## src/plqh_pkg.sv

```systemverilog
// Package for the pitch-lag quantizer: field widths, lag table and sequencer codes.
`timescale 1ns / 1ps

package plqh_pkg;

    // Field widths
    localparam int LAG_W     = 10;
    localparam int CHAN_W    = 3;
    localparam int SHIFT_W   = 3;
    localparam int HYST_W    = 4;
    localparam int TIDX_W    = 6;
    localparam int TABLE_ENTRIES = 64;
    localparam int SEARCH_W  = 5;   // counts the even table entries
    localparam int TERR_W    = 12;  // signed table error incl. hysteresis bonus
    localparam int BASE_W    = 7;   // unclipped base index
    localparam int CIDX_W    = 8;   // signed per-channel table index

    // Configuration register indexes
    localparam logic CFG_HARMONIC_SHIFT = 1'b0;
    localparam logic CFG_LAG_HYSTERESIS = 1'b1;

    // Reset values of the configuration registers
    localparam logic [SHIFT_W-1:0] SHIFT_RESET = 3'd2;
    localparam logic [HYST_W-1:0]  HYST_RESET  = 4'd1;

    // Error that a table entry must beat to be chosen
    localparam logic signed [TERR_W-1:0] START_ERROR = 12'sd1024;

    // Sequencer states
    localparam logic [2:0] ST_IDLE   = 3'd0;
    localparam logic [2:0] ST_SUM    = 3'd1;
    localparam logic [2:0] ST_PICK   = 3'd2;
    localparam logic [2:0] ST_SEARCH = 3'd3;
    localparam logic [2:0] ST_BASE   = 3'd4;
    localparam logic [2:0] ST_EMIT   = 3'd5;

    typedef logic [LAG_W-1:0] t_lag;

    // Quantized lag table
    localparam t_lag LAG_ROM [TABLE_ENTRIES] = '{
        10'd14,  10'd15,  10'd16,  10'd17,  10'd18,  10'd19,  10'd20,  10'd22,
        10'd23,  10'd24,  10'd26,  10'd27,  10'd29,  10'd31,  10'd32,  10'd34,
        10'd36,  10'd39,  10'd41,  10'd43,  10'd46,  10'd49,  10'd51,  10'd54,
        10'd58,  10'd61,  10'd65,  10'd69,  10'd73,  10'd77,  10'd82,  10'd86,
        10'd92,  10'd97,  10'd103, 10'd109, 10'd115, 10'd122, 10'd130, 10'd137,
        10'd145, 10'd154, 10'd163, 10'd173, 10'd183, 10'd194, 10'd206, 10'd218,
        10'd231, 10'd245, 10'd259, 10'd275, 10'd291, 10'd308, 10'd327, 10'd346,
        10'd367, 10'd388, 10'd411, 10'd436, 10'd462, 10'd489, 10'd518, 10'd549
    };

endpackage

```

## src/pitch_lag_quantizer_harmonics.sv

```systemverilog
// Top level of the pitch-lag quantizer: history, mean pick, table search, channel output.
`timescale 1ns / 1ps

// Each input beat is one frame's pitch lag. It is shifted into a history of
// HISTORY_DEPTH lags; the entry nearest the history mean (oldest on a tie) is
// the representative lag. A voiced representative is matched against every
// second entry of a 64-entry lag table, with a hysteresis bonus for last
// frame's base index, and CHANNELS result beats follow, channel 0 first, each
// carrying the table lag at base - harmonic_shift * channel (zero when
// unvoiced). A small sequencer walks the history twice (sum, then
// nearest-to-mean) and the 32 even table entries once through one add/compare
// unit. An unvoiced frame skips the table search and the base step. The input
// is not ready until the frame's last result sits in the output register; that
// beat may still wait there while the next frame is taken.
module pitch_lag_quantizer_harmonics
    import plqh_pkg::*;
#(
    parameter int HISTORY_DEPTH = 5,
    parameter int CHANNELS      = 3
) (
    input  logic        i_clk,
    input  logic        i_rst_n,
    // configuration write port
    input  logic        i_cfg_wr_en,
    input  logic        i_cfg_addr,
    input  logic [3:0]  i_cfg_data,
    // input stream
    input  logic        s_axis_tvalid,
    output logic        s_axis_tready,
    input  logic [15:0] s_axis_tdata,   // [9:0] pitch_lag
    // output stream
    output logic        m_axis_tvalid,
    input  logic        m_axis_tready,
    output logic [23:0] m_axis_tdata,   // [2:0] channel, [12:3] target_lag,
                                        // [22:13] representative_lag
    output logic        m_axis_tuser,   // [0] voiced
    output logic        m_axis_tlast
);

    localparam int SUM_W  = $clog2(HISTORY_DEPTH * 1023 + 1);
    localparam int HIDX_W = (HISTORY_DEPTH > 1) ? $clog2(HISTORY_DEPTH) : 1;
    localparam int CNT_W  = $clog2(HISTORY_DEPTH + 1);
    localparam int HALF_CH = (CHANNELS - 1) >> 1;
    localparam logic [SUM_W-1:0]  DEPTH_K  = SUM_W'(HISTORY_DEPTH);
    localparam logic [CNT_W-1:0]  CNT_LAST = CNT_W'(HISTORY_DEPTH - 1);
    localparam logic [CHAN_W-1:0] CH_LAST  = CHAN_W'(CHANNELS - 1);
    localparam logic [BASE_W-1:0] HALF_K   = BASE_W'(HALF_CH);
    localparam logic [BASE_W-1:0] TOP_IDX  = BASE_W'(TABLE_ENTRIES - 1);

    // Control and configuration registers
    logic [2:0]           r_state;
    logic [SHIFT_W-1:0]   r_shift;
    logic [HYST_W-1:0]    r_hyst;
    logic [CNT_W-1:0]     r_cnt;
    logic [SEARCH_W-1:0]  r_k;
    logic [CHAN_W-1:0]    r_chan;
    logic [TIDX_W-1:0]    r_prev_index;
    logic                 r_prev_valid;
    logic                 r_out_valid;

    // Datapath registers
    t_lag                        r_hist [HISTORY_DEPTH];
    logic [SUM_W-1:0]            r_sum;
    logic [SUM_W-1:0]            r_pick_err;
    t_lag                        r_rep;
    logic signed [TERR_W-1:0]    r_best_err;
    logic [SEARCH_W-1:0]         r_best_k;
    logic signed [CIDX_W-1:0]    r_idx;
    logic [CHAN_W-1:0]           r_out_chan;
    t_lag                        r_out_target;
    t_lag                        r_out_rep;
    logic                        r_out_voiced;
    logic                        r_out_last;

    logic                        in_fire;
    logic                        out_load;
    logic                        cnt_done;
    t_lag                        hist_rd;
    logic [SUM_W-1:0]            dx;
    logic [SUM_W-1:0]            pick_err;
    t_lag                        rom_rd;
    logic signed [TERR_W-1:0]    tbl_diff;
    logic signed [TERR_W-1:0]    tbl_err;
    logic [BASE_W-1:0]           base_sum;
    logic [TIDX_W-1:0]           base_clip;
    t_lag                        chan_lag;

    assign s_axis_tready = (r_state == ST_IDLE);
    assign in_fire       = s_axis_tvalid && s_axis_tready;
    assign cnt_done      = (r_cnt == CNT_LAST);

    // Shared history read and mean error |sum - DEPTH*x|
    assign hist_rd  = r_hist[r_cnt[HIDX_W-1:0]];
    assign dx       = DEPTH_K * SUM_W'(hist_rd);
    assign pick_err = (r_sum >= dx) ? (r_sum - dx) : (dx - r_sum);

    // Table error of the even entry under test, with hysteresis bonus
    assign rom_rd   = LAG_ROM[{r_k, 1'b0}];
    assign tbl_diff = $signed({2'b00, r_rep}) - $signed({2'b00, rom_rd});
    always_comb begin
        tbl_err = (tbl_diff < 0) ? -tbl_diff : tbl_diff;
        if (r_prev_valid && (r_prev_index == {r_k, 1'b0})) begin
            tbl_err = tbl_err - $signed({{(TERR_W-HYST_W){1'b0}}, r_hyst});
        end
    end

    // Base index (the even table entry), raised by the channel offset and clipped
    assign base_sum  = {1'b0, r_best_k, 1'b0}
                       + HALF_K * {{(BASE_W-SHIFT_W){1'b0}}, r_shift};
    assign base_clip = (base_sum > TOP_IDX) ? TIDX_W'(TOP_IDX) : base_sum[TIDX_W-1:0];

    // Lag of the channel being emitted
    always_comb begin
        if (!(r_rep != '0)) begin
            chan_lag = '0;
        end else if (r_idx < 0) begin
            chan_lag = LAG_ROM[0];
        end else begin
            chan_lag = LAG_ROM[r_idx[TIDX_W-1:0]];
        end
    end

    assign out_load = (r_state == ST_EMIT) && (!r_out_valid || m_axis_tready);

    // Configuration registers
    always_ff @(posedge i_clk) begin
        if (!i_rst_n) begin
            r_shift <= SHIFT_RESET;
            r_hyst  <= HYST_RESET;
        end else if (i_cfg_wr_en) begin
            unique case (i_cfg_addr)
                CFG_HARMONIC_SHIFT: r_shift <= i_cfg_data[SHIFT_W-1:0];
                CFG_LAG_HYSTERESIS: r_hyst  <= i_cfg_data[HYST_W-1:0];
                default: ;
            endcase
        end
    end

    // History shift line
    always_ff @(posedge i_clk) begin
        if (!i_rst_n) begin
            for (int i = 0; i < HISTORY_DEPTH; i++) begin
                r_hist[i] <= '0;
            end
        end else if (in_fire) begin
            for (int i = 0; i < HISTORY_DEPTH - 1; i++) begin
                r_hist[i] <= r_hist[i + 1];
            end
            r_hist[HISTORY_DEPTH - 1] <= s_axis_tdata[LAG_W-1:0];
        end
    end

    // Sequencer
    always_ff @(posedge i_clk) begin
        if (!i_rst_n) begin
            r_state      <= ST_IDLE;
            r_cnt        <= '0;
            r_k          <= '0;
            r_chan       <= '0;
            r_prev_index <= '0;
            r_prev_valid <= 1'b0;
        end else begin
            unique case (r_state)
                ST_IDLE: begin
                    if (in_fire) begin
                        r_cnt   <= '0;
                        r_state <= ST_SUM;
                    end
                end
                ST_SUM: begin
                    r_cnt <= cnt_done ? '0 : r_cnt + 1'b1;
                    if (cnt_done) begin
                        r_state <= ST_PICK;
                    end
                end
                ST_PICK: begin
                    r_cnt <= r_cnt + 1'b1;
                    if (cnt_done) begin
                        r_k <= '0;
                        r_chan <= '0;
                        // forget the previous choice on an unvoiced frame
                        if (((pick_err < r_pick_err) || (r_cnt == '0)) ? (hist_rd == '0)
                                                                      : (r_rep == '0)) begin
                            r_prev_index <= '0;
                            r_prev_valid <= 1'b0;
                            r_state      <= ST_EMIT;
                        end else begin
                            r_state <= ST_SEARCH;
                        end
                    end
                end
                ST_SEARCH: begin
                    r_k <= r_k + 1'b1;
                    if (r_k == '1) begin
                        r_state <= ST_BASE;
                    end
                end
                ST_BASE: begin
                    r_prev_index <= base_clip;
                    r_prev_valid <= 1'b1;
                    r_state      <= ST_EMIT;
                end
                ST_EMIT: begin
                    if (out_load) begin
                        r_chan <= r_chan + 1'b1;
                        if (r_chan == CH_LAST) begin
                            r_state <= ST_IDLE;
                        end
                    end
                end
                default: r_state <= ST_IDLE;
            endcase
        end
    end

    // Datapath: sum, nearest-to-mean pick, table search, channel index walk
    always_ff @(posedge i_clk) begin
        unique case (r_state)
            ST_IDLE: begin
                r_sum <= '0;
            end
            ST_SUM: begin
                r_sum <= r_sum + SUM_W'(hist_rd);
            end
            ST_PICK: begin
                // strict compare keeps the oldest entry on a tie
                if ((r_cnt == '0) || (pick_err < r_pick_err)) begin
                    r_pick_err <= pick_err;
                    r_rep      <= hist_rd;
                end
                r_best_err <= START_ERROR;
                r_best_k   <= '0;
            end
            ST_SEARCH: begin
                if (tbl_err < r_best_err) begin
                    r_best_err <= tbl_err;
                    r_best_k   <= r_k;
                end
            end
            ST_BASE: begin
                r_idx <= $signed({2'b00, base_clip});
            end
            ST_EMIT: begin
                if (out_load) begin
                    r_idx <= r_idx - $signed({{(CIDX_W-SHIFT_W){1'b0}}, r_shift});
                end
            end
            default: ;
        endcase
    end

    // Output register: hold a beat until it is taken
    always_ff @(posedge i_clk) begin
        if (!i_rst_n) begin
            r_out_valid <= 1'b0;
        end else if (out_load) begin
            r_out_valid <= 1'b1;
        end else if (m_axis_tready) begin
            r_out_valid <= 1'b0;
        end
    end

    always_ff @(posedge i_clk) begin
        if (out_load) begin
            r_out_chan   <= r_chan;
            r_out_target <= chan_lag;
            r_out_rep    <= r_rep;
            r_out_voiced <= (r_rep != '0);
            r_out_last   <= (r_chan == CH_LAST);
        end
    end

    assign m_axis_tvalid = r_out_valid;
    assign m_axis_tdata  = {1'b0, r_out_rep, r_out_target, r_out_chan};
    assign m_axis_tuser  = r_out_voiced;
    assign m_axis_tlast  = r_out_last;

    // The last flag marks exactly the final channel
    a_last_chan: assert property (@(posedge i_clk) disable iff (!i_rst_n)
        m_axis_tvalid |-> (m_axis_tlast == (m_axis_tdata[2:0] == CH_LAST)))
        else $error("tlast does not match the final channel");

    // Unvoiced beats carry a zero lag and a zero representative
    a_unvoiced_zero: assert property (@(posedge i_clk) disable iff (!i_rst_n)
        (m_axis_tvalid && !m_axis_tuser) |-> ((m_axis_tdata[12:3] == '0)
                                              && (m_axis_tdata[22:13] == '0)))
        else $error("unvoiced beat carries a nonzero lag");

    // A forgotten choice leaves the stored index at zero
    a_prev_cleared: assert property (@(posedge i_clk) disable iff (!i_rst_n)
        !r_prev_valid |-> (r_prev_index == '0))
        else $error("stored index kept without a valid choice");

    // An accepted frame starts the history sum
    a_start: assert property (@(posedge i_clk) disable iff (!i_rst_n)
        in_fire |=> (r_state == ST_SUM))
        else $error("accepted frame did not start the sequencer");

    // A new beat is loaded only when the output register is free or drained
    a_no_overwrite: assert property (@(posedge i_clk) disable iff (!i_rst_n)
        (r_out_valid && !m_axis_tready) |=> ($stable(m_axis_tdata) && m_axis_tvalid))
        else $error("pending output beat was overwritten");

endmodule

```

## config.mk

```make
export PLATFORM = sky130hd
export DESIGN_NAME = pitch_lag_quantizer_harmonics
export DESIGN_NICKNAME = d
export VERILOG_FILES = /design/src/plqh_pkg.sv /design/src/pitch_lag_quantizer_harmonics.sv
export SDC_FILE = /design/constraint.sdc
export NUM_CORES = 1
export LEC_CHECK = 0
export BUFFER_PORTS_ARGS = -buffer_cell sky130_fd_sc_hd__buf_2
export CORE_UTILIZATION = 49
export DETAILED_ROUTE_END_ITERATION = 8
export PLACE_DENSITY = 0.76
export SLEW_MARGIN = 5
export SYNTH_ARGS = -nofsm -noshare
export SYNTH_HDL_FRONTEND = slang
export SYNTH_SLANG_ARGS = --single-unit
```

## constraint.sdc

```tcl
create_clock -name i_clk -period 18.8 [get_ports i_clk]
set_input_delay 5.64 -clock i_clk [delete_from_list [all_inputs] [get_ports i_clk]]
set_output_delay 5.64 -clock i_clk [all_outputs]
set_load 0.005 [all_outputs]
```

==> flow_summary_export.csv <==
group,metric,value,unit
power_and_ir_drop,vdd_ir_drop_max,0.173,mV
clock_tree,cts_buffers,17,
place,dp_slack,10.22,ns
drt,routedWlPerCell,15.6,um
power_and_ir_drop,p_per_area,185,nW/um^2
synth,netlist_area,12000,um^2
synth,synth_cell_type_count,79,
worst_setup_path,critPathBufInv,3,
place,io_buffers,46,
synth,synth_cells,1220,
drt,vias,8757,
synth,syn_avg_cell_area,9.83,um^2
clock_tree,cts_htree_levels,4,
power_and_ir_drop,pwr-share-comb,60.6,%
sta,period_share,46.1,%
drt,viasPerCell,5.58,
worst_setup_path,arrival,9.05,ns
job,max-cap-violations,0,
worst_setup_path,crit_required,19.18,ns
sta,grt_setup_unrepaired,"false",
place,place_congestion,0.880,
power_and_ir_drop,net-switching-power,0.00107,W
grt,gr-total-overflow,0,
grt,grt_pass1_vias,8450,
sta,setup_viol,0,
sta,maxSlewHeadroom,24.6,%
floorplan,start_util,50.5,%
grt,grt_util_all_layers,20.5,%
place,dp_hpwl,18.0,mm
worst_setup_path,endpoint_kind,"flip-flop",
synth,synth_top_cell_by_area,"edfxtp_1",
sta,fmax,115,MHz
worst_setup_path,crit_type,"reg2reg",
clock_tree,cts_tree,"yes",
min_path,hp-class,"reg2reg",
grt,antenna_found_initial,0,
power_and_ir_drop,seq_power_share,24.8,%
worst_setup_path,crit_slowest_cell,"o311ai_1",
floorplan,die_area,25100,um^2
worst_setup_path,cp_slowest_stage_delay,0.81,ns
clock_tree,postCtsSetupRepairBufs,0,
clock_tree,cts.root.buffer_cell,"clkbuf_16",
sta,finClkSkew,0.00872,ns
synth,synth_flop_cell,"edfxtp_1",
synth,synth_commonest_cells,"edfxtp_1, ha_1, inv_1",
synth,yosys.area.top_type_share,34.1,%
sta,timing.final.ws_setup,10.13,ns
cells_and_area,drive_gt1_share,10.4,%
synth,ys_warn_count,0,
status,status,"complete, no violations",
drt,ant_nets,0,
clock_tree,cts_resized,0,
synth,synth_edf_count,136,
sta,period_minus_slack,8.68,ns
cells_and_area,final_nets,1392,
power_and_ir_drop,clkPwrFrac,14.6,%
floorplan,dieHeight,158,um
power_and_ir_drop,switching_share,44.3,%
power_and_ir_drop,p_leak,5.42,nW
synth,ys_seq_area_share,39.4,%
drt,wirelength,24.5,mm
clock_tree,hold_buffers,0,
sta,hold_viol_final,0,
cells_and_area,fillers,2031,
sta,worst-slew-pin-transition,1.13,ns
floorplan,io_pins,54,
synth,async_flop_share,0,%
synth,synth-seq-cells,168,
cells_and_area,areaGrowthSynthToFinish,8.97,%
worst_setup_path,path_max_fanout,19,
worst_setup_path,cpLargestDelayFamily,"compound AO/OA/AOI/OAI gates",
floorplan,core,23800,um^2
worst_setup_path,cp-start-kind,"flip-flop",
sta,slew_viol_final,0,
clock_tree,clkSinkCount,168,
power_and_ir_drop,internal_power,0.00134,W
clock_tree,clk_latency,0.44,ns
synth,syn-num-nets,1376,
synth,synth_area_leaders,"edfxtp_1, ha_1, dfxtp_1, a21oi_1, and2_1",
drt,firstDrtPassIters,5,
clock_tree,clk_pin_slew_worst_paths,0.07,ns
grt,grt_pass1_wl,40.7,mm
clock_tree,cts_buffer_depth,2,
synth,synth.most_common_cell,"edfxtp_1",
floorplan,die_w,158,um
drt,drc,0,
cells_and_area,antenna_cells,0,
drt,drt_iter0_drc,580,
sta,setup_tns,0,ns
floorplan,row_count,56,
grt,grt_max_degree,51,
## cell type report
type / count / area [um^2] / share of cell area (%)
sequential: 168 / 4720 / 36.2
tap: 319 / 399 / 3.05
timing repair buffer: 53 / 283 / 2.16
clock inverter: 15 / 176 / 1.35
clock buffer: 17 / 425 / 3.26
inverter: 101 / 379 / 2.90
multi-input combinational: 895 / 6680 / 51.1
## power groups by stage
stage          Clock [W]  Combinational [W]  Sequential (W)
3_5_place_dp           0            0.00145        0.000607
6_report        0.000353            0.00146        0.000599
4_1_cts         0.000357            0.00146        0.000599
5_1_grt         0.000371            0.00165        0.000610
2_1_floorplan          0            0.00117        0.000576
3_3_place_gp           0            0.00139        0.000604
## kinds of logic (layout without fill, tap and decap cells)
group,Yosys count,count (layout),share of synthesized area (%)
xor+xnor,63,63,4.66
compound gates,269,269,14.7
flops,168,168,39.4
mux,53,53,5.95
simple gates,379,379,16.2
fa+ha+maj,130,130,14.1
other cells,1,1,0.0313
buf+inv,157,186,5.03
## path summary, 6_finish.rpt
path | cells after the start | endpoint | start | slack (ns)
setup / recovery | 32 | r_prev_index[4] | flip-flop | 10.13
hold / removal | 2 | r_hyst[2] | r_hyst[2] | 0.47
setup reg to reg | 32 | r_prev_index[4] | flip-flop | 10.13
hold reg to reg | 2 | r_hyst[2] | r_hyst[2] | 0.47
## state kept, by name (all words and copies together), names as in the netlist, 4 cells and up, named ones only
signal and count:
r_rep 10, r_hyst 4, r_out_rep 10, r_idx 8
r_k 5, r_sum 13, r_best_err 12, r_best_k 5
r_pick_err 13, r_out_target 10, r_prev_index 6, r_hist 50
## worst min-delay path, delay by kind of cell (launching register included)
family           cells  cell delay [ns]
AO/OA/AOI/OAI        1             0.05
AND/OR/NAND/NOR      1             0.05
flip-flops           1             0.32
## layout by cell type (no fill, tap or decap), types with 14 or more instances in the layout
| cell type | netlist | layout |
|---|---|---|
| a21o_1 | 15 | 15 |
| a21oi_1 | 87 | 87 |
| and2_1 | 66 | 66 |
| buf_2 | 2 | 46 |
| clkbuf_16 | 0 | 17 |
| dfxtp_1 | 32 | 32 |
| edfxtp_1 | 136 | 136 |
| ha_1 | 122 | 122 |
| inv_1 | 97 | 97 |
| mux2_2 | 16 | 16 |
| mux2i_1 | 24 | 24 |
| nand2_1 | 73 | 72 |
| nand2b_1 | 16 | 16 |
| nand3_1 | 24 | 24 |
| nand4_1 | 14 | 14 |
| nor2_1 | 96 | 95 |
| nor2b_1 | 23 | 23 |
| nor3_1 | 21 | 20 |
| o21ai_0 | 54 | 54 |
| xnor2_1 | 44 | 44 |
| xor2_1 | 18 | 18 |
## layer usage
layer  routed length (um)  global-route usage, %
met5                    0                      0
met4                  463                   6.14
met3                 1110                   3.40
met2                11800                   34.9
met1                11100                   26.6
## stage by stage
stage	hold WS [ns]	power, W	instance area [um^2]	util, %	std cells
after floorplan	0.424	0.00174	12000	-	1220
after global placement	0.437	0.00200	12500	52.5	1536
after detailed placement	0.452	0.00205	12500	52.5	1536
after CTS	0.464	0.00242	13100	55.0	1568
after global routing	0.501	0.00263	13100	55.0	1568
final	0.465	0.00241	13100	55.0	1568
Note: power is estimated with default switching activity, not from simulation.
